`config.mk`:
```
export PLATFORM = sky130hd
export DESIGN_NAME = bsc_cfg_regs
export DESIGN_NICKNAME = d
export VERILOG_FILES = /design/src/bsc_pkg.sv /design/src/bsc_cfg_regs.sv
export SDC_FILE = /design/constraint.sdc
export NUM_CORES = 1
export LEC_CHECK = 0
export BUFFER_PORTS_ARGS = -buffer_cell sky130_fd_sc_hd__buf_4
export CELL_PAD_IN_SITES_DETAIL_PLACEMENT = 0
export CELL_PAD_IN_SITES_GLOBAL_PLACEMENT = 1
export CORE_ASPECT_RATIO = 1.25
export CORE_MARGIN = 5
export CORE_UTILIZATION = 37
export CTS_CLUSTER_DIAMETER = 150
export CTS_CLUSTER_SIZE = 16
export DETAILED_ROUTE_END_ITERATION = 12
export PLACE_DENSITY = 0.84
export SETUP_SLACK_MARGIN = 0.2
export SLEW_MARGIN = 20
export SYNTH_ARGS = -nofsm -noshare
export SYNTH_HDL_FRONTEND = slang
export SYNTH_SLANG_ARGS = --single-unit
```
`constraint.sdc`:
```
create_clock -name clk -period 0.8 [get_ports clk]
set_input_delay 0.12 -clock clk [delete_from_list [all_inputs] [get_ports clk]]
set_output_delay 0.12 -clock clk [all_outputs]
set_load 0.05 [all_outputs]
```
`src/bsc_pkg.sv`:
```
// Package: shared types, widths, limits and register codes for the baro compensation block
`default_nettype none
package bsc_pkg;

	localparam int RAW_W      = 24;
	localparam int COEFF_W    = 16;
	localparam int CFG_IDX_W  = 3;
	localparam int TEMP_W     = 15;
	localparam int PRES_W     = 17;

	localparam int FRONT_STAGES = 6;
	localparam int BACK_STAGES  = 4;
	localparam int PIPE_DEPTH   = FRONT_STAGES + BACK_STAGES;

	localparam logic [CFG_IDX_W-1:0] REG_SENS  = 3'd0;
	localparam logic [CFG_IDX_W-1:0] REG_OFF   = 3'd1;
	localparam logic [CFG_IDX_W-1:0] REG_TCS   = 3'd2;
	localparam logic [CFG_IDX_W-1:0] REG_TCO   = 3'd3;
	localparam logic [CFG_IDX_W-1:0] REG_TREF  = 3'd4;
	localparam logic [CFG_IDX_W-1:0] REG_TSENS = 3'd5;

	localparam logic [COEFF_W-1:0] SENS_RST  = 16'd40127;
	localparam logic [COEFF_W-1:0] OFF_RST   = 16'd36924;
	localparam logic [COEFF_W-1:0] TCS_RST   = 16'd23317;
	localparam logic [COEFF_W-1:0] TCO_RST   = 16'd23282;
	localparam logic [COEFF_W-1:0] TREF_RST  = 16'd33464;
	localparam logic [COEFF_W-1:0] TSENS_RST = 16'd28312;

	localparam logic signed [TEMP_W-1:0] TEMP_MIN = -15'sd4000;
	localparam logic signed [TEMP_W-1:0] TEMP_MAX = 15'sd8500;
	localparam logic [PRES_W-1:0]        PRES_MIN = 17'd1000;
	localparam logic [PRES_W-1:0]        PRES_MAX = 17'd120000;

	localparam logic signed [18:0] TEMP_REF   = 19'sd2000;
	localparam logic signed [18:0] FRZ_OFFSET = 19'sd3500;

	typedef struct packed {
		logic [COEFF_W-1:0] sens;
		logic [COEFF_W-1:0] off;
		logic [COEFF_W-1:0] tcs;
		logic [COEFF_W-1:0] tco;
		logic [COEFF_W-1:0] tref;
		logic [COEFF_W-1:0] tsens;
	} coeff_t;

	typedef struct packed {
		logic [RAW_W-1:0]          d1;
		logic signed [40:0]        off;
		logic signed [40:0]        sens;
		logic signed [TEMP_W-1:0]  temp;
		logic                      tclamp;
	} front_t;

	typedef struct packed {
		logic signed [TEMP_W-1:0] temperature;
		logic [PRES_W-1:0]        pressure;
		logic                     clamped;
	} res_t;

endpackage
`default_nettype wire

```
`src/bsc_cfg_regs.sv`:
```
// Calibration word registers with write port
`default_nettype none
module bsc_cfg_regs (
	input  wire logic                            clk,
	input  wire logic                            arst_n,
	input  wire logic                            cfg_we,
	input  wire logic [bsc_pkg::CFG_IDX_W-1:0]   cfg_index,
	input  wire logic [bsc_pkg::COEFF_W-1:0]     cfg_wdata,
	output bsc_pkg::coeff_t                      coeff
);
	bsc_pkg::coeff_t coeff_q;

	always_ff @(posedge clk or negedge arst_n) begin
		if (!arst_n) begin
			coeff_q.sens  <= bsc_pkg::SENS_RST;
			coeff_q.off   <= bsc_pkg::OFF_RST;
			coeff_q.tcs   <= bsc_pkg::TCS_RST;
			coeff_q.tco   <= bsc_pkg::TCO_RST;
			coeff_q.tref  <= bsc_pkg::TREF_RST;
			coeff_q.tsens <= bsc_pkg::TSENS_RST;
		end else if (cfg_we) begin
			case (cfg_index)
				bsc_pkg::REG_SENS:  coeff_q.sens  <= cfg_wdata;
				bsc_pkg::REG_OFF:   coeff_q.off   <= cfg_wdata;
				bsc_pkg::REG_TCS:   coeff_q.tcs   <= cfg_wdata;
				bsc_pkg::REG_TCO:   coeff_q.tco   <= cfg_wdata;
				bsc_pkg::REG_TREF:  coeff_q.tref  <= cfg_wdata;
				bsc_pkg::REG_TSENS: coeff_q.tsens <= cfg_wdata;
				default: ;
			endcase
		end
	end

	assign coeff = coeff_q;
endmodule
`default_nettype wire

```
Word-level counts from Yosys, hierarchy flattened
Cells that the tools add are included.
{"block": "word_totals", "reg_bits": 96, "in_bits": 22, "out_inout_bits": 96, "word_cells": 18}
{"block": "classes", "n_eq_ne": 5, "reduce_logical": 7}
{"op": "2-bit AND reduction", "count": 6}
{"op": "3-bit by 2-bit equality test with 1-bit output (second input constant)", "count": 2}
{"op": "3-bit equality test (second input constant)", "count": 2}
{"op": "3-bit by 1-bit equality test with 1-bit output (second input constant)", "count": 1}
{"op": "3-bit zero test", "count": 1}

Depth between registers and ports, before layout
{"block": "depth", "depth_word": 2, "depth_mapped": 5, "depth_no_buf": 2}

Worst setup path before layout
No wires, ideal clock.
{"block": "synth_path", "path_kind": "in2reg", "startpoint": "input cfg_index[0] (netlist name)", "endpoint": "register coeff_q, in the netlist coeff[89]", "setup_ns": 0.125, "arrival_ns": 1.183, "slack_ns": -0.508, "cell_stages": 4, "cell_sequence": "buf_6 -> nor4b_4 -> buf_6 -> mux2_2"}
{"block": "synth_via", "elab_chain_len": 2}
{"item": "start: declaration", "line_no": "bsc_cfg_regs.sv:7", "rtl": "input wire logic [bsc_pkg::CFG_IDX_W-1:0] cfg_index,"}
{"item": "3-bit zero test", "line_no": "bsc_cfg_regs.sv:22", "rtl": "case (cfg_index)"}
{"item": "2-bit AND reduction (no source line)"}
{"item": "end: declaration", "line_no": "bsc_cfg_regs.sv:11", "rtl": "bsc_pkg::coeff_t coeff_q;"}
Every way passes these cells.
A chain may end at the register's enable or synchronous reset.

Final worst setup path
{"block": "layout_path", "startpoint": "register coeff_q, in the netlist coeff[46]", "endpoint": "output coeff[46] (netlist name)"}
{"item": "end: declaration", "line_no": "bsc_cfg_regs.sv:9", "rtl": "output bsc_pkg::coeff_t coeff"}
No word-level cell between the ends.

==> impl_results.md <==
* Result of the run: complete, but fails checks
* Violated checks: hold timing, setup timing
* Average routed wire per standard cell at 22.15 microns
* Die area at 12,230 sq um
* TritonCTS clock tree: built
* DRT iter0 DRCs at 49
* Pwr dens at 3223 nW/um^2
* Antenna Violating Nets Remaining at 0
* Num CTS Buffers at 9
* Share of final-layout standard cells stronger than drive strength 1 at 98.21%
* CTS clock-pin slew for the worst setup and hold paths at 0.06 ns
* H-tree depth at 3
* Worst-Skew Late Latency at 0.33 ns
* Worst min path class: primary input to async pin
* Synthesized area per cell at 17.97 sq um
* Setup repair after global routing missed its margin: true
* Top-level port count at 118
* Start-to-end type of the worst setup path: register to output port
* Post-Route WL at 11,540 microns
* Buf+Inv Stages, Crit Path at 1
* Synthesized net count at 230
* Number of input and output port buffers inserted at 117
* Portion of total power attributed to sequential cells at 34.1%
* Post-synth cell types at 11
* Floorplan core area at 10,000 sq um
* Via count of the routed design at 2,521
* Post-synthesis instance total at 208
* Netlist area before placement at 3739 sq um
* DRT Pass-1 Iters at 4
* Initial core utilization at 37.37%
* Share of the synthesized area in the top cell type at 33.73%
* Leakage component of the power at 0.003157 uW
* Area contributors post-synth: sky130_fd_sc_hd__dfstp_2 34%, sky130_fd_sc_hd__dfrtp_1 32%, sky130_fd_sc_hd__mux2_2 29%, sky130_fd_sc_hd__buf_6 2.1%, sky130_fd_sc_hd__nand4b_2 0.80%
* Max_cap viols at 0
* Req. time, crit path at 0.68 ns
* Total of flip-flops plus latches after synthesis at 96
* Master of the slowest instance on the critical path: sky130_fd_sc_hd__dfstp_2
* Max FFs per register at 96
* Crit Path Max Fanout at 2
* Number of setup violations in the final report at 181
* Final hold viol count at 51
* Net count of the finished layout at 409
* Data arrival time of the critical path at 1.06 ns
* GRT Residual Overflow at 0
* Die width at 99.91 microns
* Num Clock Sinks at 96
* Die outline height at 122.4 microns
* Peak clock frequency supported by timing at 0.8466 GHz
* Post-placement setup slack at -0.4689 ns
* Final cycle utilization of the critical path at 147.7%
* Root buffer cell: sky130_fd_sc_hd__clkbuf_16
* Clock network fraction of total power at 20.3%
* First-pass GRT wire length at 16,530 microns
* Final core utilization at 68.41%
* Number of antenna violations at the first check in global routing at 0
* Sequential-to-total area share from yosys stat at 65.86%
* Diode count at 0
* Num rows at 41
* Worst path top cell family by delay: flip-flops
* Net load switching power at 8020 uW
* Vias in the first global route at 2,712
* HPWL reported at the end of detailed placement at 6346 microns
* Transition time of the tightest slew-check pin at 0.2148 ns
* Count of filler cells inserted in the layout at 637
* Largest net degree at the start of global routing at 40
* Largest area contributor in the synthesized netlist: sky130_fd_sc_hd__dfstp_2
* Worst Skew at 0 ns
* Worst setup slack after layout at -0.3812 ns
* Synth-to-Final Area Change at 83.03%
* Type of element launching the critical path: register
* Non-filler instance count after layout at 521
* Slew margin rel. at 85.68%
* Internal power contribution at 14,030 uW
* Gpl congestion at 0.7357
* Cell count after placement at 458
* Clock Tree Buf Depth at 2
* Synthesis Warnings at 0
* Cells traversed along the worst timing path: buf_8
* Detailed-route vias per instance at 4.839
* Post-route worst hold slack at -0.3614 ns
* Post-route DRC at 0
* Peak VDD IR at 0.001503 V
* Combinational group share of total power at 45.6%
* Switching part of the total power at 36.37%
* Biggest cell delay along the critical path at 0.57 ns
* Count of final max-slew check failures at 0
* Category of the worst setup path capture point: output port
* Post-route minimum period at 1.181 ns
* Tot GR Track Use at 18.23%
## what timing repair did
action | in CTS | in global routing
endpoints found under the setup margin | 192 | 192
hold endpoints to repair | 51 | 51
pin swaps | 3 | 4
buffers inserted | 26 | 16
gates cloned | 4 | 1
gates resized for setup | 228 | 29
## layer usage
layer	GRT usage, %	vias to the layer above	wire [microns]
met5	0	-	0
met4	4.611	0	97
met3	4.434	9	611
met2	31.26	78	6097
met1	23.09	1330	4734
li1	-	1104	-
## placed cells by master, fill, tap and decap left out
cell type                   Yosys  final
sky130_fd_sc_hd__mux2_4         0     96
sky130_fd_sc_hd__buf_6          7     79
sky130_fd_sc_hd__buf_8          1     60
sky130_fd_sc_hd__dfstp_2       48     48
sky130_fd_sc_hd__dfrtp_2        0     45
sky130_fd_sc_hd__buf_4          0     24
sky130_fd_sc_hd__clkbuf_16      0     12
sky130_fd_sc_hd__buf_12         0     10
sky130_fd_sc_hd__clkbuf_1       0      4
sky130_fd_sc_hd__and4bb_4       0      3
sky130_fd_sc_hd__dfrtp_1       48      3
sky130_fd_sc_hd__bufinv_16      0      2
sky130_fd_sc_hd__buf_16         0      2
sky130_fd_sc_hd__nor4b_4        1      1
sky130_fd_sc_hd__nand4b_2       2      1
sky130_fd_sc_hd__nand4b_4       0      1
sky130_fd_sc_hd__clkinv_4       0      1
## cells by family after synthesis
kind of cell	share of synthesized area [%]
simple gates	2.443
mux	28.92
flops	65.86
buf+inv	2.778
## final timing paths
kind / slack (ns) / from / depth (start not counted) / to
worst max-delay path: -0.38 / coeff[46]$_DFFE_PN1P_ / 1 / coeff[46]
worst min-delay path: -0.36 / arst_n / 1 / coeff[70]$_DFFE_PN0P_
worst max register to register: -0.20 / coeff[34]$_DFFE_PN0P_ / 3 / coeff[34]$_DFFE_PN0P_
worst min register to register: 0.53 / coeff[65]$_DFFE_PN0P_ / 1 / coeff[65]$_DFFE_PN0P_
max in group asynchronous: 0.63 / arst_n / 2 / coeff[80]$_DFFE_PN1P_
min in group clk: 0.07 / cfg_wdata[1] / 2 / coeff[49]$_DFFE_PN0P_
## synthesized netlist by cell type
cell type	count
sky130_fd_sc_hd__and4bb_1	1
sky130_fd_sc_hd__and4bb_2	2
sky130_fd_sc_hd__buf_2	2
sky130_fd_sc_hd__dfrtp_1	48
sky130_fd_sc_hd__dfstp_2	48
sky130_fd_sc_hd__buf_6	7
sky130_fd_sc_hd__buf_8	1
sky130_fd_sc_hd__mux2_2	95
sky130_fd_sc_hd__nand4b_2	2
sky130_fd_sc_hd__mux2_1	1
sky130_fd_sc_hd__nor4b_4	1
## power by group through the flow
stage          combinational (uW)  clock [uW]  sequential [uW]
6_report                    10000        4480             7530
5_1_grt                     10300        4760             7630
3_3_place_gp                 7540           0             7110
4_1_cts                      9660        4580             7450
3_5_place_dp                 7630           0             7140
2_1_floorplan                1420           0            11000
## metrics by stage
step                      area [sq um]  hold WS (ns)  TNS (ns)  power (uW)
final                             6843       -0.3614    -34.12       22050
after global routing              6843       -0.3636    -37.44       22730
after CTS                         6603       -0.3693    -33.77       21690
after detailed placement          5137     -0.009458    -38.18       14770
after global placement            5137      -0.01158    -36.56       14650
after floorplan                   4033       -0.1756    -27.93       12390
## cell type report
type	count	area [sq um]	share of cell area, %
Clock buffer	13	240.2	3.511
Timing Repair Buffer	178	2301	33.63
Sequential cell	96	2519	36.81
Tap cell	129	161.4	2.359
Clock inverter	3	68.82	1.006
Multi-Input combinational cell	102	1553	22.69
## worst register-to-register path, delay by kind of cell (launching register included)
kind     cells  cell delay, ns
flops        1            0.42
mux          1            0.24
buf+inv      2            0.22
Note: power is estimated with default switching activity, not from simulation.
