<file path="src/bsc_pkg.sv">
// Package: shared types, widths, limits and register codes for the baro compensation block
`default_nettype none
package bsc_pkg;

	localparam int RAW_W      = 24;
	localparam int COEFF_W    = 16;
	localparam int CFG_IDX_W  = 3;
	localparam int TEMP_W     = 15;
	localparam int PRES_W     = 17;

	localparam int FRONT_STAGES = 6;
	localparam int BACK_STAGES  = 4;
	localparam int PIPE_DEPTH   = FRONT_STAGES + BACK_STAGES;

	localparam logic [CFG_IDX_W-1:0] REG_SENS  = 3'd0;
	localparam logic [CFG_IDX_W-1:0] REG_OFF   = 3'd1;
	localparam logic [CFG_IDX_W-1:0] REG_TCS   = 3'd2;
	localparam logic [CFG_IDX_W-1:0] REG_TCO   = 3'd3;
	localparam logic [CFG_IDX_W-1:0] REG_TREF  = 3'd4;
	localparam logic [CFG_IDX_W-1:0] REG_TSENS = 3'd5;

	localparam logic [COEFF_W-1:0] SENS_RST  = 16'd40127;
	localparam logic [COEFF_W-1:0] OFF_RST   = 16'd36924;
	localparam logic [COEFF_W-1:0] TCS_RST   = 16'd23317;
	localparam logic [COEFF_W-1:0] TCO_RST   = 16'd23282;
	localparam logic [COEFF_W-1:0] TREF_RST  = 16'd33464;
	localparam logic [COEFF_W-1:0] TSENS_RST = 16'd28312;

	localparam logic signed [TEMP_W-1:0] TEMP_MIN = -15'sd4000;
	localparam logic signed [TEMP_W-1:0] TEMP_MAX = 15'sd8500;
	localparam logic [PRES_W-1:0]        PRES_MIN = 17'd1000;
	localparam logic [PRES_W-1:0]        PRES_MAX = 17'd120000;

	localparam logic signed [18:0] TEMP_REF   = 19'sd2000;
	localparam logic signed [18:0] FRZ_OFFSET = 19'sd3500;

	typedef struct packed {
		logic [COEFF_W-1:0] sens;
		logic [COEFF_W-1:0] off;
		logic [COEFF_W-1:0] tcs;
		logic [COEFF_W-1:0] tco;
		logic [COEFF_W-1:0] tref;
		logic [COEFF_W-1:0] tsens;
	} coeff_t;

	typedef struct packed {
		logic [RAW_W-1:0]          d1;
		logic signed [40:0]        off;
		logic signed [40:0]        sens;
		logic signed [TEMP_W-1:0]  temp;
		logic                      tclamp;
	} front_t;

	typedef struct packed {
		logic signed [TEMP_W-1:0] temperature;
		logic [PRES_W-1:0]        pressure;
		logic                     clamped;
	} res_t;

endpackage
`default_nettype wire

</file>
<file path="src/bsc_back.sv">
// Stages 7-10: split pressure product, offset removal, final shift and saturation
`default_nettype none
module bsc_back (
	input  wire logic                              clk,
	input  wire logic [bsc_pkg::BACK_STAGES-1:0]   en,
	input  wire bsc_pkg::front_t                   front,
	output bsc_pkg::res_t                          res
);
	// stage 7
	logic [43:0]          plo_s7;
	logic signed [45:0]   phi_s7;
	logic signed [40:0]   off_s7;
	logic signed [14:0]   temp_s7;
	logic                 tclamp_s7;
	// stage 8
	logic signed [65:0]   prod_s8;
	logic signed [40:0]   off_s8;
	logic signed [14:0]   temp_s8;
	logic                 tclamp_s8;
	// stage 9
	logic signed [45:0]   diff_s9;
	logic signed [14:0]   temp_s9;
	logic                 tclamp_s9;
	// stage 10
	bsc_pkg::res_t        res_s10;

	logic signed [30:0]   p_c;
	logic signed [30:0]   pmin_c, pmax_c;

	assign p_c    = $signed(diff_s9[45:15]);
	assign pmin_c = $signed({14'b0, bsc_pkg::PRES_MIN});
	assign pmax_c = $signed({14'b0, bsc_pkg::PRES_MAX});

	always_ff @(posedge clk) begin
		if (en[0]) begin
			plo_s7    <= front.d1 * front.sens[19:0];
			phi_s7    <= $signed({1'b0, front.d1}) * $signed(front.sens[40:20]);
			off_s7    <= front.off;
			temp_s7   <= front.temp;
			tclamp_s7 <= front.tclamp;
		end
		if (en[1]) begin
			prod_s8   <= $signed({phi_s7, 20'b0}) + $signed({22'b0, plo_s7});
			off_s8    <= off_s7;
			temp_s8   <= temp_s7;
			tclamp_s8 <= tclamp_s7;
		end
		if (en[2]) begin
			diff_s9   <= $signed(prod_s8[65:21]) - off_s8;
			temp_s9   <= temp_s8;
			tclamp_s9 <= tclamp_s8;
		end
		if (en[3]) begin
			res_s10.temperature <= temp_s9;
			if (p_c < pmin_c) begin
				res_s10.pressure <= bsc_pkg::PRES_MIN;
				res_s10.clamped  <= 1'b1;
			end else if (p_c > pmax_c) begin
				res_s10.pressure <= bsc_pkg::PRES_MAX;
				res_s10.clamped  <= 1'b1;
			end else begin
				res_s10.pressure <= p_c[16:0];
				res_s10.clamped  <= tclamp_s9;
			end
		end
	end

	assign res = res_s10;
endmodule
`default_nettype wire

</file>
<file path="config.mk">
export PLATFORM = sky130hd
export DESIGN_NAME = bsc_back
export DESIGN_NICKNAME = d
export VERILOG_FILES = /design/src/bsc_pkg.sv /design/src/bsc_back.sv
export SDC_FILE = /design/constraint.sdc
export NUM_CORES = 2
export LEC_CHECK = 0
export ABC_AREA = 1
export ABC_CLOCK_PERIOD_IN_PS = 8200
export BUFFER_PORTS_ARGS = -buffer_cell sky130_fd_sc_hd__buf_4
export CAP_MARGIN = 20
export CORE_MARGIN = 5
export CORE_UTILIZATION = 55
export CTS_CLUSTER_SIZE = 25
export DETAILED_ROUTE_END_ITERATION = 8
export GPL_TIMING_DRIVEN = 0
export PLACE_DENSITY = 0.78
export REMOVE_ABC_BUFFERS = 1
export SYNTH_ARGS = -nofsm -noshare
export SYNTH_HDL_FRONTEND = slang
export SYNTH_SLANG_ARGS = --single-unit
export TNS_END_PERCENT = 5
</file>
<file path="constraint.sdc">
create_clock -name clk -period 8.2 [get_ports clk]
set_input_delay 0.82 -clock clk [delete_from_list [all_inputs] [get_ports clk]]
set_output_delay 0.82 -clock clk [all_outputs]
set_load 0.01 [all_outputs]
</file>
After elaboration in Yosys (flattened, before gate mapping)
Index checks and enable logic that the tools add are counted.
W data, S select, Z words.
{ "totals": {"ff_bits": 365, "latchBits": 0, "mem_bits_rw": 0, "romBits": 0, "word_cells": 24, "memories": 0} }
{ "classes": {"n_addsub": 2, "multipliers": 2, "div": 0, "magnitude_cmp": 2, "n_eq_ne": 0, "shift": 0, "n_mux": 1, "bitwise_logic": 0, "n_reduce_logical": 1} }
{ "op_table": {"columns": ["cell", "n"], "rows": [
  ["$add A66 B45 Y66", 1],
  ["$mul A25 B21 Y46", 1],
  ["$sub A45 B41 Y46", 1],
  ["$mul A24 B20 Y44", 1],
  ["$gt A31 B18 Y1 const B", 1],
  ["$lt A31 B11 Y1 const B", 1],
  ["$mux W18", 1],
  ["$reduce_or A2 Y1", 1]
]} }

Longest topological paths before layout
{ "logic_depth": {"word_depth": 2, "ltp_mapped": 29, "ltp_nobuf": 27} }

Worst setup path before layout
Ideal clock, no wire load.
{ "synth_timing": {"kind": "input -> register", "from": "input front[106] in the netlist's numbering", "to": "register phi_s7[29] (data pin)", "setup_ns": 0.257, "t_arrival_ns": 6.150, "required_time_ns": 7.943, "path_slack_ns": 1.793, "stages": 28, "cell_sequence": "clkbuf_1 -> clkbuf_1 -> nand2_1 -> inv_1 -> fa_1 -> fa_1 -> inv_1 -> fa_1 -> inv_1 -> fa_1 -> inv_1 -> fa_1 -> inv_1 -> fa_1 -> inv_1 -> fa_1 -> inv_1 -> ha_1 -> nand2_1 -> nor2_2 -> inv_2 -> nor3_2 -> inv_2 -> nor2_2 -> nand2_1 -> inv_2 -> o21a_1 -> nor2_1"} }
{ "synth_between": {"elab_chain_len": 1} }
{ "synth_lines": {"columns": ["element", "line_no", "source"], "rows": [
  ["start, declared", "bsc_back.sv:6", "input wire bsc_pkg::front_t front,"],
  ["$mul A25 B21 Y46", "bsc_back.sv:37", "phi_s7 <= $signed({1'b0, front.d1}) * $signed(front.sens[40:20]);"],
  ["end signal, assigned", "bsc_back.sv:37", null],
  ["end, declared", "bsc_back.sv:11", "logic signed [45:0] phi_s7;"]
]} }
No other way between the ends.
A chain may end at the register's enable or synchronous reset.

Worst setup path after layout
{ "layout_timing": {"from": "input front[117] in the netlist's numbering", "to": "register phi_s7[34] (data pin)"} }
The elaborated chain is that of the path after synthesis.

==> results.sh <==
export IMPL_drtIter0Drc=2641
export IMPL_async_flop_share=0
export IMPL_drive_above_1_share=0.0477
export IMPL_max_freq_mhz=149
export IMPL_die_y_um=309
export IMPL_clk_pin_slew_ps=60
export IMPL_ys_warn_count=0
export IMPL_min_period_ps=6720
export IMPL_numCtsBuffers=34
export IMPL_areaGrowthSynthToFinish_pct=6.40
export IMPL_cts_tree="built"
export IMPL_diodes=0
export IMPL_firstDrtPassIters=6
export IMPL_num_io_pins=160
export IMPL_clock_sinks=309
export IMPL_slew_headroom=0.483
export IMPL_slowest_delay_ps=570
export IMPL_syn_area_per_cell_um2=8.18
export IMPL_synth_seq_area_share=0.189
export IMPL_required_ps=8430
export IMPL_final_cell_mix="1600 x inv_1, 1590 x nand2_1, 808 x fa_1, 402 x ha_1, 309 x edfxtp_1"
export IMPL_ant_nets=0
export IMPL_design_core_area_um2=88500
export IMPL_overflow=0
export IMPL_synth_seq_cells=309
export IMPL_status="completed"
export IMPL_critPathKind="in2reg"
export IMPL_finalMaxSlewViolations=0
export IMPL_place_congestion=0.966
export IMPL_rrSetupSlack_ps=5520
export IMPL_portBuffers=159
export IMPL_cap_violations=0
export IMPL_worst_setup_path_end_kind="flip-flop"
export IMPL_grt_pass1_vias=40230
export IMPL_yosysTopAreaCellShare=0.329
export IMPL_fin_crit_sh=0.820
export IMPL_setup_viol_count_final=0
export IMPL_die_area_um2=95400
export IMPL_grt_pass1_wl_um=207000
export IMPL_grt_antenna_before_repair=0
export IMPL_setup_slack_ps=1480
export IMPL_cts_root_buf="clkbuf_16"
export IMPL_critPathTopFamily="adder cells"
export IMPL_grt_max_degree=86
export IMPL_dp_hpwl_um=101000
export IMPL_rsz0062_at_grt="no"
export IMPL_crit_path_start_kind="primary input"
export IMPL_layout_commonest_cell="inv_1"
export IMPL_hold_path_class="reg2reg"
export IMPL_vias_per_cell=5.30
export IMPL_synth_cell_types=47
export IMPL_clock_path_buffers=3
export IMPL_clock_latency_ps=530
export IMPL_grtUsageTotal=0.271
export IMPL_start_util=0.555
export IMPL_worstMarginPinSlew_ps=775
export IMPL_netlist_instances=6005
export IMPL_num_rows=109
export IMPL_crit_buf_inv=7
export IMPL_setup_tns_ps=0
export IMPL_worst_path_max_fanout=41
export IMPL_slowest_stage="buf_4"
export IMPL_synth_edff_count=309
export IMPL_drcViolationCount=0
export IMPL_vias=38178
export IMPL_synth_ff_type="edfxtp_1"
export IMPL_syn_cell_area_um2=49100
export IMPL_htreeDepth=2
export IMPL_cts_hold_buf=0
export IMPL_crit_arrival_ps=6960
export IMPL_crit_path_frequent_cell="fa_1"
export IMPL_totalWireLength_um=127000
export IMPL_fin_nets=7350
export IMPL_crit_chain="buf_4, nand2_1, fa_1, inv_1, fa_1, inv_1, fa_1, inv_1, fa_1, fa_1, fa_1, inv_1, fa_1, inv_1, ha_1, nand2_1, nor2_1, nand2_1, inv_1, nand4_1, nand3_1, nand2_1, nand3_1, nand2_1"
export IMPL_die_x_um=309
export IMPL_post_cts_buffers=0
export IMPL_wire_per_inst_um=17.6
export IMPL_final_hold_viol_count=0
export IMPL_cts_resized=0
export IMPL_pre_cts_slack_ps=1030
export IMPL_fin_skew_ps=33.8
export IMPL_synth_area_leader_cell="fa_1"
export IMPL_synthTopCellsByArea="fa_1 33%, edfxtp_1 19%, inv_1 12%"
==> routing by layer <==
metal | wire [um] | global-route usage | share of wire
met2 | 60100 | 0.459 | 0.47
met1 | 52100 | 0.366 | 0.41
met3 | 10900 | 0.0485 | 0.086
met4 | 3870 | 0.0723 | 0.030
met5 | 0 | 0 | 0
==> registers in the layout (all words and copies together), names as in the netlist <==
register / count
tclamp_s8: 1
temp_s7: 15
res: 33
off_s8: 41
tclamp_s7: 1
prod_s8: 45
tclamp_s9: 1
off_s7: 41
temp_s9: 15
plo_s7: 24
temp_s8: 15
diff_s9: 31
phi_s7: 46
==> worst paths after layout <==
kind                from           to  depth (start not counted)
max reg2reg  prod_s8[39]  diff_s9[43]                          9
min           off_s7[32]   off_s8[32]                          0
max           front[117]   phi_s7[34]                         24
min reg2reg   off_s7[32]   off_s8[32]                          0
==> cells in the mapped netlist, types with 2 or more instances <==
master    count
nand3_1     117
nand4_1      46
and2_1        2
xor2_1       77
or2_2        13
o21ai_0     112
nand2_1    1590
a21oi_2       2
nor4_2        2
fa_1        808
inv_1      1600
a21boi_0      4
xnor2_1      16
a21o_1       13
inv_2        16
nor4_1        5
a21oi_1     223
o21ai_1      17
nor3_1       41
o211ai_1      5
a21boi_1      2
nand2_2       8
and3_1        2
o21a_1       17
edfxtp_1    309
ha_1        402
nand2b_1      3
nor3_2        9
o21bai_1     16
nand3b_1      4
clkbuf_1    187
o21ai_2       4
nor3_4        2
nor2_2       15
nor2_1      303
nor3b_1       2
==> cell type report <==
| cell class | instances | area (um^2) |
|---|---|---|
| sequential | 309 | 9280 |
| clock buffer | 42 | 945 |
| timing repair buffer | 161 | 1250 |
| tap | 1165 | 1460 |
| multi-input combinational | 3891 | 33100 |
| fill | 7744 | 36200 |
| clock inverter | 18 | 204 |
| inverter | 1616 | 6070 |
==> through the flow <==
step                hold slack [ps]   util  instance area (um^2)  cells
floorplan                       400      -                 48400   5816
global placement                401  0.577                 51100   7140
CTS                             410  0.591                 52300   7202
finish                          411  0.591                 52300   7202
global route                    420  0.591                 52300   7202
detailed placement              405  0.578                 51100   7142
==> kinds of logic (layout without fill, tap and decap cells) <==
| logic type | Yosys count | in the layout | synth area share |
|---|---|---|---|
| buffers and inverters | 1805 | 1837 | 0.138 |
| DFF | 309 | 309 | 0.189 |
| AOI/OAI and AO/OA | 422 | 422 | 0.0477 |
| adders and majority gates | 1210 | 1210 | 0.432 |
| and+or+nand+nor | 2166 | 2166 | 0.177 |
| xor gates and xnor gates | 93 | 93 | 0.0166 |
Power is not shown: default switching activity piles up to over one toggle a cycle in this logic, so the estimate is an artifact.
