### config.mk
export PLATFORM = sky130hd
export DESIGN_NAME = bsc_pipe_ctl
export DESIGN_NICKNAME = d
export VERILOG_FILES = /design/src/bsc_pkg.sv /design/src/bsc_pipe_ctl.sv
export SDC_FILE = /design/constraint.sdc
export NUM_CORES = 1
export LEC_CHECK = 0
export BUFFER_PORTS_ARGS = -buffer_cell sky130_fd_sc_hd__buf_2
export CORE_AREA = 2 2 39 41
export CTS_CLUSTER_DIAMETER = 120
export DETAILED_ROUTE_END_ITERATION = 6
export DIE_AREA = 0 0 41 43
export PLACE_DENSITY_LB_ADDON = 0.3
export SLEW_MARGIN = 20
export SYNTH_ARGS = -nofsm -noshare
export SYNTH_HDL_FRONTEND = slang
export SYNTH_SLANG_ARGS = --single-unit
### constraint.sdc
create_clock -name clk -period 1.8 [get_ports clk]
set_clock_uncertainty 0.1 [all_clocks]
set_input_delay 0.54 -clock clk [delete_from_list [all_inputs] [get_ports clk]]
set_output_delay 0.54 -clock clk [all_outputs]
set_load 0.1 [all_outputs]
### src/bsc_pkg.sv
// Package: shared types, widths, limits and register codes for the baro compensation block
`default_nettype none
package bsc_pkg;

	localparam int RAW_W      = 24;
	localparam int COEFF_W    = 16;
	localparam int CFG_IDX_W  = 3;
	localparam int TEMP_W     = 15;
	localparam int PRES_W     = 17;

	localparam int FRONT_STAGES = 6;
	localparam int BACK_STAGES  = 4;
	localparam int PIPE_DEPTH   = FRONT_STAGES + BACK_STAGES;

	localparam logic [CFG_IDX_W-1:0] REG_SENS  = 3'd0;
	localparam logic [CFG_IDX_W-1:0] REG_OFF   = 3'd1;
	localparam logic [CFG_IDX_W-1:0] REG_TCS   = 3'd2;
	localparam logic [CFG_IDX_W-1:0] REG_TCO   = 3'd3;
	localparam logic [CFG_IDX_W-1:0] REG_TREF  = 3'd4;
	localparam logic [CFG_IDX_W-1:0] REG_TSENS = 3'd5;

	localparam logic [COEFF_W-1:0] SENS_RST  = 16'd40127;
	localparam logic [COEFF_W-1:0] OFF_RST   = 16'd36924;
	localparam logic [COEFF_W-1:0] TCS_RST   = 16'd23317;
	localparam logic [COEFF_W-1:0] TCO_RST   = 16'd23282;
	localparam logic [COEFF_W-1:0] TREF_RST  = 16'd33464;
	localparam logic [COEFF_W-1:0] TSENS_RST = 16'd28312;

	localparam logic signed [TEMP_W-1:0] TEMP_MIN = -15'sd4000;
	localparam logic signed [TEMP_W-1:0] TEMP_MAX = 15'sd8500;
	localparam logic [PRES_W-1:0]        PRES_MIN = 17'd1000;
	localparam logic [PRES_W-1:0]        PRES_MAX = 17'd120000;

	localparam logic signed [18:0] TEMP_REF   = 19'sd2000;
	localparam logic signed [18:0] FRZ_OFFSET = 19'sd3500;

	typedef struct packed {
		logic [COEFF_W-1:0] sens;
		logic [COEFF_W-1:0] off;
		logic [COEFF_W-1:0] tcs;
		logic [COEFF_W-1:0] tco;
		logic [COEFF_W-1:0] tref;
		logic [COEFF_W-1:0] tsens;
	} coeff_t;

	typedef struct packed {
		logic [RAW_W-1:0]          d1;
		logic signed [40:0]        off;
		logic signed [40:0]        sens;
		logic signed [TEMP_W-1:0]  temp;
		logic                      tclamp;
	} front_t;

	typedef struct packed {
		logic signed [TEMP_W-1:0] temperature;
		logic [PRES_W-1:0]        pressure;
		logic                     clamped;
	} res_t;

endpackage
`default_nettype wire

### src/bsc_pipe_ctl.sv
// Pipeline valid chain and per-stage advance enables
`default_nettype none
module bsc_pipe_ctl (
	input  wire logic                           clk,
	input  wire logic                           arst_n,
	input  wire logic                           in_valid,
	output logic                                in_ready,
	input  wire logic                           out_ready,
	output logic                                out_valid,
	output logic [bsc_pkg::PIPE_DEPTH-1:0]      en
);
	localparam int N = bsc_pkg::PIPE_DEPTH;

	logic [N-1:0] vld_q;
	logic [N-1:0] vld_src;

	// a stage advances when empty or when the next one advances
	always_comb begin
		en[N-1] = !vld_q[N-1] || out_ready;
		for (int k = N - 2; k >= 0; k--) begin
			en[k] = !vld_q[k] || en[k+1];
		end
	end

	assign vld_src = {vld_q[N-2:0], in_valid};

	always_ff @(posedge clk or negedge arst_n) begin
		if (!arst_n) begin
			vld_q <= '0;
		end else begin
			for (int k = 0; k < N; k++) begin
				if (en[k]) vld_q[k] <= vld_src[k];
			end
		end
	end

	assign in_ready  = en[0];
	assign out_valid = vld_q[N-1];
endmodule
`default_nettype wire

# Word-level counts from Yosys, hierarchy flattened
# Cells that the tools add are included.
# totals
ff_bits	10
output_inout_bits	12
word_cells	30
# op_classes
reduce_logical	20
# op_table
op	n
$logic_not 1->1	10
$logic_or 1x1->1	10

# Depth between registers and ports, before layout
# Gate-level depths: netlist of run 1.
# depth
depth_word	11
depth_mapped	5

# Least setup slack after synthesis of run 1
# Ideal clock, no wire load.
# synth_path
path_kind	register to output
start	reg vld_q[9]
end	out en[0] (netlist bit)
t_arrival_ns	2.797
path_slack_ns	-1.637
stages_incl_launch_ff	6
cell_sequence	dfrtp_1 > and4b_1 > buf_6 > buf_6 > nand3_1 > buf_4
# synth_via
elab_chain_cells	11
# synth_rtl
item	line_no	rtl
start: declaration	bsc_pipe_ctl.sv:14	logic [N-1:0] vld_q;
start signal: indexed assignment	bsc_pipe_ctl.sv:32	if (en[k]) vld_q[k] <= vld_src[k];
$logic_not 1->1	bsc_pipe_ctl.sv:19	en[N-1] = !vld_q[N-1] || out_ready;
$logic_or 1x1->1	bsc_pipe_ctl.sv:19	
$logic_or 1x1->1 (9 in a row)	bsc_pipe_ctl.sv:21	en[k] = !vld_q[k] || en[k+1];
end: declaration	bsc_pipe_ctl.sv:10	output logic [bsc_pkg::PIPE_DEPTH-1:0] en
# No other way between the ends.

# Final worst setup path of run 1
# layout_path
start	reg vld_q[9]
end	out en[1] (netlist bit)
# layout_via
elab_chain_cells	10
# layout_rtl
item	line_no
$logic_not 1->1	bsc_pipe_ctl.sv:19
$logic_or 1x1->1	bsc_pipe_ctl.sv:19
$logic_or 1x1->1 (8 in a row)	bsc_pipe_ctl.sv:21
# No other way between the ends.

==> impl_metrics.ini, run 1 <==
[clocking]
cts.sinks = 10
cts_tree = done
path_clk_slew_ns = 0.07
htree_levels = 1
numCtsBuffers = 3
cts-root-buf = clkbuf_4
cts.path.max_buffers = 2
clk_latency_ns = 0.26

[power_and_ir_drop]
leakage_uw = 0.000385
power.density_mw_per_mm2 = 1320
switching_share = 0.435
pwr-share-clk = 0.182
comb_power_share = 0.556
ir_drop_mv = 1.05
seq_power_share = 0.262
p_int_uw = 615
p_switching_uw = 473

[timing]
rsz0062_at_grt = yes
max_freq_ghz = 0.491
finalHoldViolCount = 0
maxSlewViolCount = 0
tightestPinTransition_ns = 0.229
hold-worst-slack_ns = 0.0233
period_share = 1.13
setup_violations = 10
worst_slack_ns = -0.235
layout_min_cycle_time_ns = 2.03
slew_headroom = 0.847

[synth]
synth_fp_nets = 41
synth_area_um2 = 450
async_flop_share = 1.00
synth.area.top_cells = dfrtp_1, buf_6, nand2b_1
synth_top_area_share = 0.556
syn_avg_cell_area_um2 = 12.2
synth_edf_count = 0
yosysSeqAreaShare = 0.556
ys.flop_type = dfrtp_1
ys_ff_latch = 10
synth_cell_types = 18
yosys.area.top_type = dfrtp_1
ys_warn_count = 0
syn_inst = 37

[placed_design]
place_inst = 70
place_area_um2 = 738
portBuffers = 15
dp_hpwl_um = 649
gp_congestion = 0.722

[floorplan]
fp.coreArea_mm2 = 0.00138
core.rowCount = 14
die_x_um = 41
initial_core_util = 0.325
ios = 16
fp.dieArea_mm2 = 0.00176
die_h_um = 43

[final_layout]
multiInputGateArea_um2 = 171
reg_top3 = vld_q x10
antennaDiodeCount = 0
largest_reg_flops = 10
final_cell_mix = buf_12, dfrtp_1, buf_4
syn2layout_area_growth_pct = 82.8
drive_gt1_frac = 0.613
largest_register = vld_q
regArea_um2 = 254
fill_cells = 110
final_area_um2 = 823
layout_commonest_cell = buf_12
instances_no_fill = 78
final_nets = 67
fin_util = 0.595

[grt]
grt_pass1_wl_um = 1730
antenna_found_initial = 0
track_usage = 0.148
grt_max_degree = 11
grt_overflow = 0
grt_pass1_vias = 391

[drt]
drtIter0Drc = 3
num_vias = 383
drc_errors = 0
ant_nets = 0
post_drt_wl_per_cell_um = 12.1
drt_wl_total_um = 946
avgViaCountPerCell = 4.91
dr.pass1.iters = 2

[critical_path]
slowest_delay_ns = 0.47
cp_top_family = flip-flops
cp_data_arrival_time_ns = 1.39
crit_slowest_cell = dfrtp_4
path_cells = and4b_1 -> buf_6 -> nand4_1 -> buf_12
startpoint_type = flop
path_max_fanout = 6
crit_path_end_kind = output pin
path_buf_inv = 2
cp.required_ns = 1.16
path_class = flop to output pin

[flow_run]
drv_cap = 0

[status]
status = finished, violations left
failed_checks = setup timing

[worst_hold_path]
min-delay-path-class = primary input to async pin
[layer usage]
layer,part of all wire,vias to the layer above,track usage
li1,-,183,-
met1,0.43,183,0.214
met2,0.49,13,0.191
met3,0.048,4,0.0157
met4,0.026,0,0.120
met5,0,-,0
[synthesized netlist by cell type (2+ instances only)]
cell,n
dfrtp_1,10
a31o_2,2
nand3_1,3
nand4_1,2
buf_6,3
nand2b_1,3
a21o_1,2
nand2_1,2
[cells by family (layout without fill, tap and decap cells)]
| kind of cell | after synthesis | count (layout) | share of synthesized area |
|---|---|---|---|
| AO/OA/AOI/OAI | 7 | 7 | 0.139 |
| buffers and inverters | 5 | 30 | 0.100 |
| AND/OR/NAND/NOR | 15 | 15 | 0.206 |
| flip-flops | 10 | 10 | 0.556 |
[layout make-up]
class	count	share of cell area
Timing Repair Buffer	25	0.410
Sequential cell	10	0.309
Multi-Input combinational cell	22	0.208
Clock buffer	4	0.0441
Tap cell	16	0.0243
Inverter	1	0.00456
[metrics by stage]
stage                     setup TNS (ns)  total power, uW  setup WS [ns]
after CTS                          -2.12             1090         -0.254
after global placement             -2.04              860         -0.277
after detailed placement           -2.05              862         -0.273
after floorplan                    -6.57              667         -0.836
after global routing               -2.55             1140         -0.289
final                              -1.98             1090         -0.235
[path summary, 6_finish.rpt]
kind	slack, ns	endpoint	startpoint	cells after the start
worst max-delay path	-0.23	en[1]	vld_q[9]$_DFFE_PN0P_	4
worst min-delay path	0.02	vld_q[9]$_DFFE_PN0P_	arst_n	1
worst max register to register	0.38	vld_q[1]$_DFFE_PN0P_	vld_q[9]$_DFFE_PN0P_	4
worst min register to register	0.36	vld_q[1]$_DFFE_PN0P_	vld_q[0]$_DFFE_PN0P_	1
max in group asynchronous	1.36	vld_q[9]$_DFFE_PN0P_	arst_n	1
min in group clk	0.36	vld_q[1]$_DFFE_PN0P_	vld_q[0]$_DFFE_PN0P_	1
[power groups by stage]
stage	clock, uW	sequential (uW)	combinational [uW]
2_1_floorplan	0	311	356
3_3_place_gp	0	290	569
3_5_place_dp	0	289	573
4_1_cts	204	285	601
5_1_grt	218	291	632
6_report	198	285	605
[timing repair]
action                                  CTS  global route
gates resized for setup                   5             1
hold buffers                              0             0
gates cloned                              1             0
endpoints found under the setup margin   11            11
buffers inserted                          2             1
pin swaps                                 3             0
Note: power is estimated with default switching activity, not from simulation.
==> inputs of run 2 (changes only) <==
--- a/config.mk
+++ b/config.mk
@@ -5,12 +5,14 @@
 export SDC_FILE = /design/constraint.sdc
 export NUM_CORES = 1
 export LEC_CHECK = 0
+export ABC_AREA = 0
 export BUFFER_PORTS_ARGS = -buffer_cell sky130_fd_sc_hd__buf_2
 export CORE_AREA = 2 2 39 41
 export CTS_CLUSTER_DIAMETER = 120
 export DETAILED_ROUTE_END_ITERATION = 6
 export DIE_AREA = 0 0 41 43
 export PLACE_DENSITY_LB_ADDON = 0.3
+export REMOVE_ABC_BUFFERS = 1
 export SLEW_MARGIN = 20
 export SYNTH_ARGS = -nofsm -noshare
 export SYNTH_HDL_FRONTEND = slang
==> run 2 against run 1 <==
The run still ends with setup timing left. Die area unchanged. Clock power decreased by 24%. First-iteration DRC count unchanged. Critical path type is now primary input to output pin. Sequential share of layout area increased by 0.11 points. Maximum frequency increased by 0.65%. Global-route usage decreased by 0.10 points.
==> impl_metrics.ini, run 2 (synthesized netlist as in run 1, its figures left out) <==
[clocking]
path_clk_slew_ns = 0.06
hold_buffers = 0
cts_tree = done
numCtsBuffers = 3
htree_levels = 1
cts-root-buf = clkbuf_4
cts.path.max_buffers = 2
clk_latency_ns = 0.27
cts.sinks = 10

[timing]
setup_violations = 9
worst_slack_ns = -0.222
maxSlewViolCount = 0
period_share = 1.12
layout_min_cycle_time_ns = 2.02
tightestPinTransition_ns = 0.223
slew_headroom = 0.851
rsz0062_at_grt = yes
finalHoldViolCount = 0
max_freq_ghz = 0.495

[floorplan]
die_x_um = 41
fp.dieArea_mm2 = 0.00176
die_h_um = 43
core.rowCount = 14
ios = 16
fp.coreArea_mm2 = 0.00138
initial_core_util = 0.325

[final_layout]
syn2layout_area_growth_pct = 79.4
antennaDiodeCount = 0
final_nets = 68
largest_reg_flops = 10
reg_top3 = vld_q x10
multiInputGateArea_um2 = 161
fill_cells = 114
instances_no_fill = 78
final_cell_mix = buf_12, buf_4, dfrtp_1
largest_register = vld_q
regArea_um2 = 250
layout_commonest_cell = buf_12
drive_gt1_frac = 0.565

[drt]
drt_wl_total_um = 929
num_vias = 370
ant_nets = 0
dr.pass1.iters = 2
avgViaCountPerCell = 4.74
drtIter0Drc = 3
drc_errors = 0
post_drt_wl_per_cell_um = 11.9

[power_and_ir_drop]
comb_power_share = 0.589
p_switching_uw = 469
switching_share = 0.447
pwr-share-clk = 0.144
power.density_mw_per_mm2 = 1300
leakage_uw = 0.000377
seq_power_share = 0.267
fin_total_pwr_uw = 1050
ir_drop_mv = 0.596
p_int_uw = 581

[critical_path]
path_max_fanout = 11
crit_path_end_kind = output pin
path_class = primary input to output pin
cp.required_ns = 1.16
cp_data_arrival_time_ns = 1.38
startpoint_type = primary input

[placed_design]
portBuffers = 15
place_inst = 71
gp_congestion = 0.680
dp_hpwl_um = 659

[grt]
grt_overflow = 0
grt_max_degree = 12
grt_pass1_wl_um = 1590
grt_pass1_vias = 370
antenna_found_initial = 0
track_usage = 0.147

[flow_run]
drv_cap = 0

[status]
failed_checks = setup timing
status = finished, violations left

[worst_hold_path]
min-delay-path-class = primary input to async pin
-- run 2: stage by stage --
step / hold WS [ns] / setup WS, ns / setup TNS, ns / cell area (um^2) / util
finish: 0.0198 / -0.222 / -1.64 / 808 / 0.584
global placement: 0.309 / -0.311 / -2.05 / 737 / 0.533
floorplan: 0.144 / -1.87 / -14.22 / 409 / -
detailed placement: 0.308 / -0.332 / -2.12 / 737 / 0.533
CTS: 0.0148 / -0.233 / -1.65 / 791 / 0.571
global route: 0.0302 / -0.274 / -2.09 / 808 / 0.584
-- run 2: worst paths after layout --
| path | from | endpoint | slack, ns | depth (start not counted) |
|---|---|---|---|---|
| max | out_ready | en[1] | -0.22 | 5 |
| min | arst_n | vld_q[4]$_DFFE_PN0P_ | 0.02 | 1 |
| max reg2reg | vld_q[8]$_DFFE_PN0P_ | vld_q[1]$_DFFE_PN0P_ | 0.40 | 5 |
| min reg2reg | vld_q[3]$_DFFE_PN0P_ | vld_q[4]$_DFFE_PN0P_ | 0.36 | 1 |
| max in group asynchronous | arst_n | vld_q[9]$_DFFE_PN0P_ | 1.39 | 1 |
| min in group clk | vld_q[3]$_DFFE_PN0P_ | vld_q[4]$_DFFE_PN0P_ | 0.36 | 1 |
-- run 2: power by group through the flow --
stage,combinational [uW],clock [uW],sequential (uW)
after floorplan,319,0,309
after global placement,579,0,284
after detailed placement,581,0,286
after CTS,605,160,281
after global routing,647,166,286
final,618,151,281
-- run 2: timing repair --
action | 4_1_cts | 5_1_grt
resized for setup | 4 | 2
setup buffers | 2 | 2
endpoints found under the setup margin | 9 | 11
gates cloned | 0 | 0
pin swaps | 2 | 1
-- run 2: metal layers --
metal / routed length [um] / GRT usage
met5: 0 / 0
met4: 39 / 0.140
met3: 71 / 0.0576
met2: 434 / 0.184
met1: 384 / 0.180
-- run 2: cell type report --
cell class	count	share of cell area
clock buffers	3	0.0279
repair buffers	26	0.430
inverters	1	0.00774
well taps	16	0.0248
multi-input cells	22	0.200
flip-flops and latches	10	0.310
-- run 2: worst max-delay path, cell delays in order --
cell     delay (ns)
buf_6          0.09
and4b_1        0.24
buf_6          0.14
nand4_1        0.15
buf_12         0.21
